===== config.mk =====
export PLATFORM = sky130hd
export DESIGN_NAME = joystick_axis_autocal_normalizer_unit_flat
export DESIGN_NICKNAME = d
export VERILOG_FILES = /design/src/hdl/jsac_pkg.sv /design/src/hdl/jsac_if.sv /design/src/hdl/joystick_axis_autocal_normalizer_unit.sv /design/src/hdl/jsac_cal.sv /design/src/hdl/jsac_div.sv /design/src/flat_wrapper.sv
export SDC_FILE = /design/constraint.sdc
export NUM_CORES = 1
export LEC_CHECK = 0
export ABC_AREA = 1
export BUFFER_PORTS_ARGS = -buffer_cell sky130_fd_sc_hd__buf_2
export CORE_UTILIZATION = 60
export CTS_CLUSTER_DIAMETER = 30
export DETAILED_ROUTE_END_ITERATION = 8
export PLACE_DENSITY = 0.91
export SYNTH_ARGS = -nofsm -noshare
export SYNTH_HDL_FRONTEND = slang
export SYNTH_SLANG_ARGS = --single-unit

===== constraint.sdc =====
create_clock -name clk -period 6.56 [get_ports clk]
set_clock_uncertainty 0.1 [all_clocks]
set_input_delay 0.656 -clock clk [delete_from_list [all_inputs] [get_ports clk]]
set_output_delay 0.656 -clock clk [all_outputs]
set_load 0.005 [all_outputs]

===== src/hdl/jsac_pkg.sv =====
// Shared constants, register codes and types for the joystick axis auto-calibration unit.
package jsac_pkg;

  // Field widths fixed by the sample and result formats.
  localparam int unsigned AXIS_W = 8;
  localparam int unsigned TIME_W = 16;
  localparam int unsigned DEFL_W = 16;

  // Configuration port geometry: six 32-bit registers at word addresses.
  localparam int unsigned ADDR_W = 5;
  localparam int unsigned DATA_W = 32;
  localparam int unsigned IDX_W  = 3;

  // Register indexes, taken from paddr[4:2].
  localparam logic [IDX_W-1:0] REG_CALIBRATE_ON = 3'd0;
  localparam logic [IDX_W-1:0] REG_WAKE_BELOW   = 3'd1;
  localparam logic [IDX_W-1:0] REG_WAKE_ABOVE   = 3'd2;
  localparam logic [IDX_W-1:0] REG_REST_LOW     = 3'd3;
  localparam logic [IDX_W-1:0] REG_REST_HIGH    = 3'd4;
  localparam logic [IDX_W-1:0] REG_DWELL_LIMIT  = 3'd5;

  // Reset values of the configuration registers.
  localparam logic              RST_CALIBRATE_ON = 1'b1;
  localparam logic [AXIS_W-1:0] RST_WAKE_BELOW   = 8'd64;
  localparam logic [AXIS_W-1:0] RST_WAKE_ABOVE   = 8'd192;
  localparam logic [AXIS_W-1:0] RST_REST_LOW     = 8'd96;
  localparam logic [AXIS_W-1:0] RST_REST_HIGH    = 8'd160;
  localparam logic [TIME_W-1:0] RST_DWELL_LIMIT  = 16'd500;

  // Reset values of the calibration state.
  localparam logic [AXIS_W-1:0] RST_RANGE_LOW   = 8'd0;
  localparam logic [AXIS_W-1:0] RST_RANGE_HIGH  = 8'd255;
  localparam logic [AXIS_W-1:0] RST_CENTER_LOW  = 8'd120;
  localparam logic [AXIS_W-1:0] RST_CENTER_HIGH = 8'd134;

  // Fraction bits produced by the serial divider, and its step counter width.
  localparam int unsigned DIV_STEPS = 15;
  localparam int unsigned CNT_W     = 4;
  localparam logic [DEFL_W-1:0] MAX_MAG = 16'd32767;

  // Configuration register file contents.
  typedef struct packed {
    logic              calibrate_on;
    logic [AXIS_W-1:0] wake_below;
    logic [AXIS_W-1:0] wake_above;
    logic [AXIS_W-1:0] rest_window_low;
    logic [AXIS_W-1:0] rest_window_high;
    logic [TIME_W-1:0] dwell_limit_ms;
  } cfg_t;

  // Calibration state visible to the conversion path.
  typedef struct packed {
    logic              armed;
    logic [AXIS_W-1:0] range_low;
    logic [AXIS_W-1:0] range_high;
    logic [AXIS_W-1:0] center_low;
    logic [AXIS_W-1:0] center_high;
  } cal_t;

  // Divider launch request.
  typedef struct packed {
    logic              start;
    logic [AXIS_W-1:0] num;
    logic [AXIS_W-1:0] den;
  } div_req_t;

  // Divider result, with done as a single-cycle pulse.
  typedef struct packed {
    logic              done;
    logic [DEFL_W-1:0] mag;
  } div_res_t;

  // Sequencer states.
  typedef enum logic [3:0] {
    ST_IDLE  = 4'b0001,
    ST_SETUP = 4'b0010,
    ST_DIV   = 4'b0100,
    ST_HOLD  = 4'b1000
  } state_t;

endpackage


===== src/hdl/jsac_if.sv =====
// Valid/ready channel interfaces for axis samples and normalised results.
interface jsac_in_if;
  logic                              valid;
  logic                              ready;
  logic [jsac_pkg::AXIS_W-1:0]       axis_value;
  logic [jsac_pkg::TIME_W-1:0]       elapsed_ms;

  modport source (output valid, output axis_value, output elapsed_ms, input ready);
  modport sink   (input valid, input axis_value, input elapsed_ms, output ready);
endinterface

interface jsac_out_if;
  logic                              valid;
  logic                              ready;
  logic signed [jsac_pkg::DEFL_W-1:0] deflection;
  logic [jsac_pkg::AXIS_W-1:0]       out_range_low;
  logic [jsac_pkg::AXIS_W-1:0]       out_range_high;
  logic [jsac_pkg::AXIS_W-1:0]       out_center_low;
  logic [jsac_pkg::AXIS_W-1:0]       out_center_high;
  logic [jsac_pkg::AXIS_W-1:0]       out_center_mid;
  logic                              out_armed;

  modport source (output valid, output deflection, output out_range_low,
                  output out_range_high, output out_center_low, output out_center_high,
                  output out_center_mid, output out_armed, input ready);
  modport sink   (input valid, input deflection, input out_range_low,
                  input out_range_high, input out_center_low, input out_center_high,
                  input out_center_mid, input out_armed, output ready);
endinterface


===== src/hdl/joystick_axis_autocal_normalizer_unit.sv =====
// Top level of the single-axis joystick auto-calibration and normalisation unit.
//
//  Channel   Role    Handshake                 Carries
//  in_ch     sink    valid/ready               axis_value, elapsed_ms
//  out_ch    source  valid/ready               deflection, range, dead band, armed
//  APB       slave   psel/penable, pready=1    six configuration registers
//
// Each sample goes from transfer to result through these steps: launch of the divider on the
// updated calibration, the bit-serial divider, the sign, and the output register load; a
// sample in the dead band skips the divider. Calibration itself is updated at the transfer edge.
// Most of a sample's time goes to the divider's one-bit-per-cycle loop. A new sample is taken
// only once the previous one has reached the output register, so samples never overlap,
// and a result that the sink holds back stalls the input. Reset is synchronous.
module joystick_axis_autocal_normalizer_unit (
  input  logic                         clk,
  input  logic                         rst_n,
  jsac_in_if.sink                      in_ch,
  jsac_out_if.source                   out_ch,
  input  logic                         psel,
  input  logic                         penable,
  input  logic                         pwrite,
  input  logic [jsac_pkg::ADDR_W-1:0]  paddr,
  input  logic [jsac_pkg::DATA_W-1:0]  pwdata,
  output logic [jsac_pkg::DATA_W-1:0]  prdata,
  output logic                         pready
);

  jsac_pkg::cfg_t     cfg_r;
  jsac_pkg::cal_t     cal;
  jsac_pkg::div_req_t div_req;
  jsac_pkg::div_res_t div_res;
  jsac_pkg::state_t   state_r, state_nxt;

  logic                        in_acc, out_free, cfg_wr;
  logic [jsac_pkg::IDX_W-1:0]  cfg_idx;
  logic [jsac_pkg::AXIS_W-1:0] sample_r, x_clamp;
  logic                        pos_side, neg_side;
  logic                        neg_r;
  logic [jsac_pkg::DEFL_W-1:0] defl_r;
  logic [jsac_pkg::AXIS_W:0]   mid_sum;

  logic                        out_valid_r;
  logic [jsac_pkg::DEFL_W-1:0] out_defl_r;
  logic [jsac_pkg::AXIS_W-1:0] out_rl_r, out_rh_r, out_cl_r, out_ch_r, out_mid_r;
  logic                        out_armed_r;

  // Configuration port: writes complete in the access phase, no wait states.
  assign pready  = 1'b1;
  assign cfg_wr  = psel && penable && pwrite && pready;
  assign cfg_idx = paddr[jsac_pkg::ADDR_W-1:2];

  always_ff @(posedge clk) begin
    if (!rst_n) begin
      cfg_r <= '{calibrate_on:     jsac_pkg::RST_CALIBRATE_ON,
                 wake_below:       jsac_pkg::RST_WAKE_BELOW,
                 wake_above:       jsac_pkg::RST_WAKE_ABOVE,
                 rest_window_low:  jsac_pkg::RST_REST_LOW,
                 rest_window_high: jsac_pkg::RST_REST_HIGH,
                 dwell_limit_ms:   jsac_pkg::RST_DWELL_LIMIT};
    end else if (cfg_wr) begin
      unique case (cfg_idx)
        jsac_pkg::REG_CALIBRATE_ON: cfg_r.calibrate_on     <= pwdata[0];
        jsac_pkg::REG_WAKE_BELOW:   cfg_r.wake_below       <= pwdata[jsac_pkg::AXIS_W-1:0];
        jsac_pkg::REG_WAKE_ABOVE:   cfg_r.wake_above       <= pwdata[jsac_pkg::AXIS_W-1:0];
        jsac_pkg::REG_REST_LOW:     cfg_r.rest_window_low  <= pwdata[jsac_pkg::AXIS_W-1:0];
        jsac_pkg::REG_REST_HIGH:    cfg_r.rest_window_high <= pwdata[jsac_pkg::AXIS_W-1:0];
        jsac_pkg::REG_DWELL_LIMIT:  cfg_r.dwell_limit_ms   <= pwdata[jsac_pkg::TIME_W-1:0];
        default: ;
      endcase
    end
  end

  // Register read-back.
  always_comb begin
    unique case (cfg_idx)
      jsac_pkg::REG_CALIBRATE_ON: prdata = jsac_pkg::DATA_W'(cfg_r.calibrate_on);
      jsac_pkg::REG_WAKE_BELOW:   prdata = jsac_pkg::DATA_W'(cfg_r.wake_below);
      jsac_pkg::REG_WAKE_ABOVE:   prdata = jsac_pkg::DATA_W'(cfg_r.wake_above);
      jsac_pkg::REG_REST_LOW:     prdata = jsac_pkg::DATA_W'(cfg_r.rest_window_low);
      jsac_pkg::REG_REST_HIGH:    prdata = jsac_pkg::DATA_W'(cfg_r.rest_window_high);
      jsac_pkg::REG_DWELL_LIMIT:  prdata = jsac_pkg::DATA_W'(cfg_r.dwell_limit_ms);
      default:                    prdata = '0;
    endcase
  end

  // Input transfer and calibration update in the same cycle.
  assign in_ch.ready = (state_r == jsac_pkg::ST_IDLE);
  assign in_acc      = in_ch.valid && in_ch.ready;

  jsac_cal u_cal (
    .clk     (clk),
    .rst_n   (rst_n),
    .cfg     (cfg_r),
    .upd     (in_acc && cfg_r.calibrate_on),
    .sample  (in_ch.axis_value),
    .elapsed (in_ch.elapsed_ms),
    .cal     (cal)
  );

  always_ff @(posedge clk) begin
    if (in_acc) begin
      sample_r <= in_ch.axis_value;
    end
  end

  // Clamp to the updated range and pick the side of the dead band.
  always_comb begin
    if (sample_r < cal.range_low) begin
      x_clamp = cal.range_low;
    end else if (sample_r > cal.range_high) begin
      x_clamp = cal.range_high;
    end else begin
      x_clamp = sample_r;
    end
    pos_side = (x_clamp > cal.center_high) && (cal.center_high < cal.range_high);
    neg_side = !pos_side && (x_clamp < cal.center_low) && (cal.center_low > cal.range_low);
    div_req.start = (state_r == jsac_pkg::ST_SETUP) && (pos_side || neg_side);
    div_req.num   = pos_side ? (x_clamp - cal.center_high) : (cal.center_low - x_clamp);
    div_req.den   = pos_side ? (cal.range_high - cal.center_high)
                             : (cal.center_low - cal.range_low);
  end

  jsac_div u_div (
    .clk   (clk),
    .rst_n (rst_n),
    .req   (div_req),
    .res   (div_res)
  );

  assign out_free = !out_valid_r || out_ch.ready;

  // Sequencer.
  always_comb begin
    state_nxt = state_r;
    unique case (state_r)
      jsac_pkg::ST_IDLE:  if (in_acc) state_nxt = jsac_pkg::ST_SETUP;
      jsac_pkg::ST_SETUP: state_nxt = div_req.start ? jsac_pkg::ST_DIV : jsac_pkg::ST_HOLD;
      jsac_pkg::ST_DIV:   if (div_res.done) state_nxt = jsac_pkg::ST_HOLD;
      jsac_pkg::ST_HOLD:  if (out_free) state_nxt = jsac_pkg::ST_IDLE;
      default:            state_nxt = jsac_pkg::ST_IDLE;
    endcase
  end

  always_ff @(posedge clk) begin
    if (!rst_n) begin
      state_r <= jsac_pkg::ST_IDLE;
    end else begin
      state_r <= state_nxt;
    end
  end

  // Signed deflection: zero in the dead band, negated on the low side.
  always_ff @(posedge clk) begin
    if (state_r == jsac_pkg::ST_SETUP) begin
      neg_r  <= neg_side;
      defl_r <= '0;
    end else if ((state_r == jsac_pkg::ST_DIV) && div_res.done) begin
      defl_r <= neg_r ? (~div_res.mag + 1'b1) : div_res.mag;
    end
  end

  // Output register: filled from the hold state, cleared when the sink takes it.
  assign mid_sum = {1'b0, cal.center_low} + {1'b0, cal.center_high};

  always_ff @(posedge clk) begin
    if (!rst_n) begin
      out_valid_r <= 1'b0;
    end else if ((state_r == jsac_pkg::ST_HOLD) && out_free) begin
      out_valid_r <= 1'b1;
    end else if (out_ch.ready) begin
      out_valid_r <= 1'b0;
    end
  end

  always_ff @(posedge clk) begin
    if ((state_r == jsac_pkg::ST_HOLD) && out_free) begin
      out_defl_r  <= defl_r;
      out_rl_r    <= cal.range_low;
      out_rh_r    <= cal.range_high;
      out_cl_r    <= cal.center_low;
      out_ch_r    <= cal.center_high;
      out_mid_r   <= mid_sum[jsac_pkg::AXIS_W:1];
      out_armed_r <= cal.armed;
    end
  end

  assign out_ch.valid           = out_valid_r;
  assign out_ch.deflection      = out_defl_r;
  assign out_ch.out_range_low   = out_rl_r;
  assign out_ch.out_range_high  = out_rh_r;
  assign out_ch.out_center_low  = out_cl_r;
  assign out_ch.out_center_high = out_ch_r;
  assign out_ch.out_center_mid  = out_mid_r;
  assign out_ch.out_armed       = out_armed_r;

endmodule


===== src/hdl/jsac_cal.sv =====
// Calibration state: arming, range tracking and dead band learning.
module jsac_cal (
  input  logic                        clk,
  input  logic                        rst_n,
  input  jsac_pkg::cfg_t              cfg,
  input  logic                        upd,
  input  logic [jsac_pkg::AXIS_W-1:0] sample,
  input  logic [jsac_pkg::TIME_W-1:0] elapsed,
  output jsac_pkg::cal_t              cal
);

  logic                        armed_r, armed_nxt;
  logic [jsac_pkg::TIME_W-1:0] dwell_r, dwell_nxt;
  logic [jsac_pkg::AXIS_W-1:0] rl_r, rl_nxt, rh_r, rh_nxt;
  logic [jsac_pkg::AXIS_W-1:0] cl_r, cl_nxt, ch_r, ch_nxt;

  logic                        wake, in_rest, restart;
  logic [jsac_pkg::TIME_W-1:0] dwell_base, dwell_sat;
  logic [jsac_pkg::TIME_W:0]   dwell_sum;
  logic [jsac_pkg::AXIS_W-1:0] rl_base, rh_base, cl_base, ch_base;

  // Next calibration state for the sample on the input channel.
  always_comb begin
    wake       = (sample < cfg.wake_below) || (sample > cfg.wake_above);
    armed_nxt  = armed_r | wake;
    dwell_base = armed_r ? dwell_r : '0;
    rl_base    = (!armed_r && wake) ? sample : rl_r;
    rh_base    = (!armed_r && wake) ? sample : rh_r;
    in_rest    = (sample >= cfg.rest_window_low) && (sample <= cfg.rest_window_high);
    restart    = dwell_base < cfg.dwell_limit_ms;
    dwell_sum  = {1'b0, dwell_base} + {1'b0, elapsed};
    dwell_sat  = (dwell_sum > {1'b0, cfg.dwell_limit_ms}) ? cfg.dwell_limit_ms
                                                          : dwell_sum[jsac_pkg::TIME_W-1:0];
    cl_base    = restart ? sample : cl_r;
    ch_base    = restart ? sample : ch_r;

    rl_nxt    = rl_base;
    rh_nxt    = rh_base;
    cl_nxt    = cl_r;
    ch_nxt    = ch_r;
    dwell_nxt = '0;
    if (armed_nxt) begin
      rl_nxt = (sample < rl_base) ? sample : rl_base;
      rh_nxt = (sample > rh_base) ? sample : rh_base;
      if (in_rest) begin
        dwell_nxt = dwell_sat;
        cl_nxt    = cl_base;
        ch_nxt    = ch_base;
        // Once the dwell limit is reached the band only grows.
        if (dwell_sat >= cfg.dwell_limit_ms) begin
          cl_nxt = (sample < cl_base) ? sample : cl_base;
          ch_nxt = (sample > ch_base) ? sample : ch_base;
        end
      end
    end
  end

  // State registers, written once per accepted sample while calibration is on.
  always_ff @(posedge clk) begin
    if (!rst_n) begin
      armed_r <= 1'b0;
      dwell_r <= '0;
      rl_r    <= jsac_pkg::RST_RANGE_LOW;
      rh_r    <= jsac_pkg::RST_RANGE_HIGH;
      cl_r    <= jsac_pkg::RST_CENTER_LOW;
      ch_r    <= jsac_pkg::RST_CENTER_HIGH;
    end else if (upd) begin
      armed_r <= armed_nxt;
      dwell_r <= dwell_nxt;
      rl_r    <= rl_nxt;
      rh_r    <= rh_nxt;
      cl_r    <= cl_nxt;
      ch_r    <= ch_nxt;
    end
  end

  assign cal = '{armed: armed_r, range_low: rl_r, range_high: rh_r,
                 center_low: cl_r, center_high: ch_r};

endmodule


===== src/hdl/jsac_div.sv =====
// Bit-serial restoring divider giving num * 32768 / den, saturated to 32767.
module jsac_div (
  input  logic               clk,
  input  logic               rst_n,
  input  jsac_pkg::div_req_t req,
  output jsac_pkg::div_res_t res
);

  logic                        busy_r, busy_nxt;
  logic                        done_r, done_nxt;
  logic                        full_r, full_nxt;
  logic [jsac_pkg::CNT_W-1:0]  cnt_r, cnt_nxt;
  logic [jsac_pkg::AXIS_W-1:0] rem_r, rem_nxt;
  logic [jsac_pkg::AXIS_W-1:0] den_r, den_nxt;
  logic [jsac_pkg::DEFL_W-1:0] quo_r, quo_nxt;
  logic [jsac_pkg::AXIS_W:0]   trial;
  logic                        take;

  // One quotient bit per cycle; the remainder stays below the divisor whenever the numerator is below it.
  always_comb begin
    trial    = {rem_r, 1'b0};
    take     = trial >= {1'b0, den_r};
    busy_nxt = busy_r;
    done_nxt = 1'b0;
    full_nxt = full_r;
    cnt_nxt  = cnt_r;
    rem_nxt  = rem_r;
    den_nxt  = den_r;
    quo_nxt  = quo_r;
    if (req.start) begin
      busy_nxt = 1'b1;
      full_nxt = (req.num == req.den);
      cnt_nxt  = jsac_pkg::CNT_W'(jsac_pkg::DIV_STEPS);
      rem_nxt  = req.num;
      den_nxt  = req.den;
      quo_nxt  = '0;
    end else if (busy_r) begin
      rem_nxt = take ? jsac_pkg::AXIS_W'(trial - {1'b0, den_r})
                     : trial[jsac_pkg::AXIS_W-1:0];
      quo_nxt = {quo_r[jsac_pkg::DEFL_W-2:0], take};
      cnt_nxt = cnt_r - 1'b1;
      if (cnt_r == jsac_pkg::CNT_W'(1)) begin
        busy_nxt = 1'b0;
        done_nxt = 1'b1;
      end
    end
  end

  always_ff @(posedge clk) begin
    if (!rst_n) begin
      busy_r <= 1'b0;
      done_r <= 1'b0;
      cnt_r  <= '0;
    end else begin
      busy_r <= busy_nxt;
      done_r <= done_nxt;
      cnt_r  <= cnt_nxt;
    end
  end

  // Datapath registers carry no reset.
  always_ff @(posedge clk) begin
    full_r <= full_nxt;
    rem_r  <= rem_nxt;
    den_r  <= den_nxt;
    quo_r  <= quo_nxt;
  end

  // A numerator equal to the divisor is full scale, which saturates.
  assign res = '{done: done_r, mag: full_r ? jsac_pkg::MAX_MAG : quo_r};

endmodule


===== src/flat_wrapper.sv =====
// flat-port wrapper written by rule: the top's interface ports become plain ports
module joystick_axis_autocal_normalizer_unit_flat 
  (clk, rst_n, psel, penable, pwrite, paddr, pwdata, prdata, pready, in_ch_valid, in_ch_axis_value, in_ch_elapsed_ms, in_ch_ready, out_ch_valid, out_ch_deflection, out_ch_out_range_low, out_ch_out_range_high, out_ch_out_center_low, out_ch_out_center_high, out_ch_out_center_mid, out_ch_out_armed, out_ch_ready);
  jsac_in_if in_ch_i ();
  jsac_out_if out_ch_i ();
  input  logic clk;
  input  logic rst_n;
  input  logic psel;
  input  logic penable;
  input  logic pwrite;
  input  logic [jsac_pkg::ADDR_W-1:0] paddr;
  input  logic [jsac_pkg::DATA_W-1:0] pwdata;
  output logic [jsac_pkg::DATA_W-1:0] prdata;
  output logic pready;
  input wire logic [$bits(in_ch_i.valid)-1:0] in_ch_valid;
  input wire logic [$bits(in_ch_i.axis_value)-1:0] in_ch_axis_value;
  input wire logic [$bits(in_ch_i.elapsed_ms)-1:0] in_ch_elapsed_ms;
  output wire logic [$bits(in_ch_i.ready)-1:0] in_ch_ready;
  output wire logic [$bits(out_ch_i.valid)-1:0] out_ch_valid;
  output wire logic [$bits(out_ch_i.deflection)-1:0] out_ch_deflection;
  output wire logic [$bits(out_ch_i.out_range_low)-1:0] out_ch_out_range_low;
  output wire logic [$bits(out_ch_i.out_range_high)-1:0] out_ch_out_range_high;
  output wire logic [$bits(out_ch_i.out_center_low)-1:0] out_ch_out_center_low;
  output wire logic [$bits(out_ch_i.out_center_high)-1:0] out_ch_out_center_high;
  output wire logic [$bits(out_ch_i.out_center_mid)-1:0] out_ch_out_center_mid;
  output wire logic [$bits(out_ch_i.out_armed)-1:0] out_ch_out_armed;
  input wire logic [$bits(out_ch_i.ready)-1:0] out_ch_ready;
  assign in_ch_i.valid = in_ch_valid;
  assign in_ch_i.axis_value = in_ch_axis_value;
  assign in_ch_i.elapsed_ms = in_ch_elapsed_ms;
  assign in_ch_ready = in_ch_i.ready;
  assign out_ch_valid = out_ch_i.valid;
  assign out_ch_deflection = out_ch_i.deflection;
  assign out_ch_out_range_low = out_ch_i.out_range_low;
  assign out_ch_out_range_high = out_ch_i.out_range_high;
  assign out_ch_out_center_low = out_ch_i.out_center_low;
  assign out_ch_out_center_high = out_ch_i.out_center_high;
  assign out_ch_out_center_mid = out_ch_i.out_center_mid;
  assign out_ch_out_armed = out_ch_i.out_armed;
  assign out_ch_i.ready = out_ch_ready;
  joystick_axis_autocal_normalizer_unit u_core (.clk(clk), .rst_n(rst_n), .in_ch(in_ch_i), .out_ch(out_ch_i), .psel(psel), .penable(penable), .pwrite(pwrite), .paddr(paddr), .pwdata(pwdata), .prdata(prdata), .pready(pready));
endmodule

=== Word level (Yosys, flattened, before mapping) ===
Cells that the tools add are included.

* Flip-flop bits (word level): 224
* Bits of input ports: 68
* Output and inout bits: 92
* Word-level logic and storage cells: 145

* Add/subtract/negate cells: 9
* Magnitude comparators: 18
* Equal/unequal tests: 14
* Mux-type cells: 39
* Bitwise operators: 4
* Reductions and logical operators: 30

{| class="wikitable"
|+ Operator list
! cell !! number
|-
| 8-bit two-way mux || 19
|-
| 16-bit two-way mux || 6
|-
| 16-bit one-hot mux with 6 select lines || 1
|-
| 8-bit > comparator || 6
|-
| 8-bit < comparator || 6
|-
| 8-bit subtractor || 5
|-
| 4-bit two-way mux || 6
|-
| 16-bit by 16-bit adder with 17-bit output || 1
|-
| 17-bit by 16-bit > comparator with 1-bit output || 1
|-
| 16-bit by 1-bit adder with 16-bit output (second input constant) || 1
|-
| 16-bit >= comparator || 1
|-
| 16-bit < comparator || 1
|-
| 16-bit inverter || 1
|-
| 4-bit one-hot mux with 4 select lines || 1
|-
| 1-bit logical AND || 12
|-
| 2-bit AND reduction || 6
|-
| 8-bit by 8-bit adder with 9-bit output || 1
|-
| 9-bit by 8-bit >= comparator with 1-bit output || 1
|-
| 4-bit by 1-bit == test with 1-bit output (second input constant) || 2
|-
| 8-bit == test || 1
|-
| 8-bit >= comparator || 1
|-
| 8-bit <= comparator || 1
|-
| 3-bit by 2-bit == test with 1-bit output (second input constant) || 2
|-
| 3-bit == test (second input constant) || 2
|-
| 16 further kinds || 29
|}

=== Depth between registers and ports, before layout ===
* Depth in word-level cells: 12
* Mapped depth: 42

=== By module ===
From an unflattened synthesis, not the netlist that was laid out.

* Cell total of the unflattened synthesis: 2,285
* Area total of the unflattened synthesis: 16,513.3 um^2

{| class="wikitable"
|+ Modules (own cells, without submodules)
! module !! times used !! cells each !! area each (um^2) !! seq. area each (um^2)
|-
| joystick_axis_autocal_normalizer_unit || 1 || 1,003 || 8,003.9 || 3,383.2
|-
| jsac_cal || 1 || 1,025 || 6,404.9 || 980.9
|-
| jsac_div || 1 || 257 || 2,104.5 || 950.9
|}

=== Least setup slack after synthesis ===
No wires, ideal clock.

* Kind: reg2reg
* Start: register u_core.u_cal.armed_r
* End: register u_core.u_cal.cl_r[0] (netlist bit)
* Library setup time: 117 ps
* Data arrival time: 5,035 ps
* Data required time: 6,343 ps
* Setup slack: 1,308 ps
* Cell stages (with the launch flop): 41
* Buffers on the path: 4
* Cells stage by stage: dfxtp_1 -> buf_6 -> clkbuf_1 -> nand2_1 -> inv_1 -> ha_1 -> nand2_1 -> inv_1 -> o21ai_0 -> nand2_1 -> nand3_1 -> nand3_1 -> xor2_1 -> inv_1 -> ha_1 -> nand2_1 -> a21oi_1 -> nor3b_1 -> [5 not listed] -> nand2_1 -> nand2_1 -> nand2_1 -> clkbuf_1 -> nand4_1 -> and2_1 -> ha_1 -> nand2_1 -> o21a_1 -> o221ai_1 -> nand2_1 -> nand3_1 -> o211ai_1 -> inv_1 -> clkbuf_1 -> a21oi_1 -> nor2_1 -> nor2_1

* Longest elaborated chain between the ends: 6

{| class="wikitable"
|+ Ends and longest elaborated chain
! element !! line !! source
|-
| start: declaration || jsac_cal.sv:12 || <nowiki>logic armed_r, armed_nxt;</nowiki>
|-
| start signal: assignment || jsac_cal.sv:68 || <nowiki>armed_r <= armed_nxt;</nowiki>
|-
| 16-bit two-way mux || jsac_cal.sv:26 || <nowiki>dwell_base = armed_r ? dwell_r : '0;</nowiki>
|-
| 16-bit by 16-bit adder with 17-bit output / 16-bit < comparator (equally long branches) || jsac_cal.sv:31, jsac_cal.sv:30 ||
|-
| 17-bit by 16-bit > comparator with 1-bit output / 8-bit two-way mux (equally long branches) || jsac_cal.sv:32, jsac_cal.sv:34 ||
|-
| 16-bit two-way mux / 8-bit < comparator (equally long branches) || jsac_cal.sv:32, jsac_cal.sv:51 ||
|-
| 16-bit >= comparator / 8-bit two-way mux (equally long branches) || jsac_cal.sv:50, jsac_cal.sv:51 ||
|-
| 8-bit two-way mux || jsac_cal.sv:50 || <nowiki>if (dwell_sat >= cfg.dwell_limit_ms) begin</nowiki>
|-
| end signal: assignment || jsac_cal.sv:65 || <nowiki>cl_r <= jsac_pkg::RST_CENTER_LOW;</nowiki>
|-
| end signal: assignment || jsac_cal.sv:72 || <nowiki>cl_r <= cl_nxt;</nowiki>
|-
| end: declaration || jsac_cal.sv:15 || <nowiki>logic [jsac_pkg::AXIS_W-1:0] cl_r, cl_nxt, ch_r, ch_nxt;</nowiki>
|}

Parallel ways exist; a longest one is shown, timed or not.
A chain may end at the register's enable or synchronous reset.

=== Final worst setup path ===
* Start: register u_core.u_cal.armed_r
* End: register u_core.u_cal.ch_r[6] (netlist bit)

* Longest elaborated chain between the ends: 6

{| class="wikitable"
|+ Ends and longest elaborated chain
! element !! line !! source
|-
| 16-bit two-way mux || jsac_cal.sv:26 ||
|-
| 16-bit by 16-bit adder with 17-bit output / 16-bit < comparator (equally long branches) || jsac_cal.sv:31, jsac_cal.sv:30 ||
|-
| 17-bit by 16-bit > comparator with 1-bit output / 8-bit two-way mux (equally long branches) || jsac_cal.sv:32, jsac_cal.sv:35 ||
|-
| 16-bit two-way mux / 8-bit > comparator (equally long branches) || jsac_cal.sv:32, jsac_cal.sv:52 ||
|-
| 16-bit >= comparator / 8-bit two-way mux (equally long branches) || jsac_cal.sv:50, jsac_cal.sv:52 ||
|-
| 8-bit two-way mux || jsac_cal.sv:50 ||
|-
| end signal: assignment || jsac_cal.sv:66 || <nowiki>ch_r <= jsac_pkg::RST_CENTER_HIGH;</nowiki>
|-
| end signal: assignment || jsac_cal.sv:73 || <nowiki>ch_r <= ch_nxt;</nowiki>
|-
| end: declaration || jsac_cal.sv:15 ||
|}

Parallel ways exist; a longest one is shown, timed or not.

==> metrics.csv <==
metric;value;unit
pwr/cell area;326;nW/µm²
final hold violation count;0;
setup violators final;0;
I/O Buffers;124;
fmax;0.168;GHz
most used cell, CP;nand2_1;
DRC;0;
Crit path largest cell delay;0.49;ns
Die X;164;µm
TritonCTS clock tree;done;
Initial Util;0.618;
Worst Path Arrival;6.35;ns
row count;58;
DRT Wirelength;43000;µm
detailed placement HPWL;31200;µm
CP Launch Type;flop;
layout cells sized above 1;0.112;
clock period minus worst slack;5.97;ns
total CTS buffers;47;
CTS HTree Levels;2;
RSZ-0062 raised after global routing;no;
Synth area leaders;dfxtp_1 18%, edfxtp_1 16%, ha_1 14%, nand2_1 9.5%, inv_1 7.5%;
maximum vdd drop;0.274;mV
number of synthesized flops with an enable pin;83;
DR WL/cell;16.7;µm
leakage power;8.70;nW
CP required;6.94;ns
Placement Setup Slack;0.548;ns
Slowest cell on crit path;dfxtp_2;
actual slew at the worst max-slew pin;1.01;ns
antenna fix cells;0;
final hold slack;0.244;ns
via count;15042;
vias per inst;5.82;
first-pass GRT wire length;68900;µm
Hold Path Class;input pin to flop;
TritonCTS Sinks;224;
clk buf depth;3;
largest net degree at the start of global routing;62;
Net count, final;2469;
GR Overflow Total;0;
Slew headroom;0.323;
Clk pin slew, worst setup/hold paths;0.05;ns
ANT nets after route;0;
max-slew violations;0;
Final Worst Setup Slack;0.593;ns
PostCTS Resize Cnt;0;
cts hold-fix bufs;0;
maxcap violations;0;
vias in the first global route;14459;
status;completed;
Max FO, Critical Path;16;
CP Class;flop to flop;
setup_tns;0;ns
Area Growth Syn to Fin;15.6;%
total track usage;0.321;
Synth cell types;53;
Routability Congestion;0.952;
sequential share of the synthesized area;0.339;
Synth Flop Type;dfxtp_1;
final worst path period share;0.910;
Critical Path Sink Type;flop;
Post-Syn Instances;2090;
count leader, synth;nand2_1;
core box area;25400;µm²
Die Area;26800;µm²
Netlist Area Pre-Place;15700;µm²
1st-iter DRT viols;1168;
worst skew pair latency;0.56;ns
Post-CTS Setup Bufs;0;
ys async rst share;0;
DR pass1 iterations;6;
post-synth top area cell;dfxtp_1;
syn_area_per_cell;7.51;µm²
number of fill cells;1953;
area share of the largest cell type after synthesis;0.180;
antenna violations before repair;0;
Final Core Density;0.714;
Die Height;164;µm
Post-synth top cells;396 x nand2_1, 313 x inv_1, 211 x a21oi_1;
Yosys warnings;0;
CTS root buf;clkbuf_16;
FF+latch count, synth;224;
Ports;160;
==> worst max-delay path: cells and delay by family, from the launching register on <==
family | cells | cell delay (ns)
simple gates | 17 | 2.23
compound gates | 8 | 1.36
fa+ha+maj | 4 | 1.02
flops | 1 | 0.49
buf+inv | 4 | 0.38
xor+xnor | 1 | 0.29
==> path summary, 6_finish.rpt <==
path	start	to	slack (ns)	cells after the start
worst max register to register	u_core.u_cal.armed_r$_SDFFE_PN0P_	u_core.u_cal.ch_r[6]$_SDFFE_PN0P_	0.59	34
worst min register to register	u_core.defl_r[6]$_SDFFE_PP0P_	u_core.out_ch.deflection[6]$_DFFE_PP_	0.33	0
worst max-delay path	u_core.u_cal.armed_r$_SDFFE_PN0P_	u_core.u_cal.ch_r[6]$_SDFFE_PN0P_	0.59	34
worst min-delay path	pwdata[8]	u_core.cfg_r[8]$_SDFFE_PN1P_	0.24	3
==> layout make-up <==
| type | count | area (µm²) | area share |
|---|---|---|---|
| Multi-Input combinational cell | 1485 | 8850 | 0.488 |
| Sequential cell | 224 | 5320 | 0.293 |
| Clock buffer | 55 | 1270 | 0.0699 |
| Inverter | 322 | 1210 | 0.0666 |
| Timing Repair Buffer | 135 | 703 | 0.0388 |
| Tap cell | 330 | 413 | 0.0228 |
| Clock inverter | 32 | 377 | 0.0208 |
==> routing by layer <==
metal | global-route usage | up-vias | wire length [µm]
met3 | 0.0434 | 145 | 3370
met5 | 0 | - | 0
met1 | 0.385 | 6898 | 16800
met2 | 0.563 | 730 | 21000
met4 | 0.161 | 0 | 1830
li1 | - | 7269 | -
==> state kept, by name, indices dropped and copies added, names as in the netlist, 16 cells and up <==
name / cells
u_core.cfg_r: 49
u_core.defl_r: 16
u_core.out_ch.deflection: 16
u_core.u_cal.dwell_r: 16
u_core.u_div.quo_r: 16
==> metrics by stage <==
step / power, mW / instance area, µm² / cells
after floorplan: 3.07 / 15800 / 2105
after global placement: 3.41 / 16500 / 2496
after detailed placement: 3.49 / 16500 / 2496
after CTS: 5.90 / 18100 / 2583
after global routing: 6.25 / 18100 / 2583
final: 5.91 / 18100 / 2583
==> power by group <==
group          total [mW]  internal (mW)  switching, mW
combinational        1.82          0.657           1.16
sequential           1.71           1.60          0.109
clock                2.38           1.54          0.844
==> cells in the final DEF, fill, tap and decap left out, types with 5 or more instances in the layout <==
cell type   count
nor2_1        136
inv_1         313
a21oi_1       211
and2_1         15
nand2_1       396
xnor2_1        22
ha_1          179
nand3_1        91
o21bai_1        7
clkinvlp_4      5
edfxtp_1       83
clkinv_2        6
buf_2         124
conb_1         17
o221ai_1       20
o21ai_1        12
inv_6           5
nand2_2         7
o22ai_1         7
o211ai_1       36
clkinv_4        7
xor2_1         41
nand4_1        37
buf_4          11
inv_2           5
dfxtp_1       140
o21a_1          5
a31oi_1         7
clkbuf_16      48
nor3_1         16
o21ai_0       179
fa_1            7
==> kinds of logic after synthesis <==
| kind of cell | Yosys count | synth area share |
|---|---|---|
| flip-flops | 224 | 0.339 |
| XOR/XNOR | 63 | 0.0352 |
| AO/OA/AOI/OAI | 499 | 0.176 |
| other | 2 | 0.000478 |
| AND/OR/NAND/NOR | 720 | 0.196 |
| buffers and inverters | 396 | 0.101 |
| adder cells (fa/ha/maj) | 186 | 0.152 |
Power figures use the tool's default switching activity.
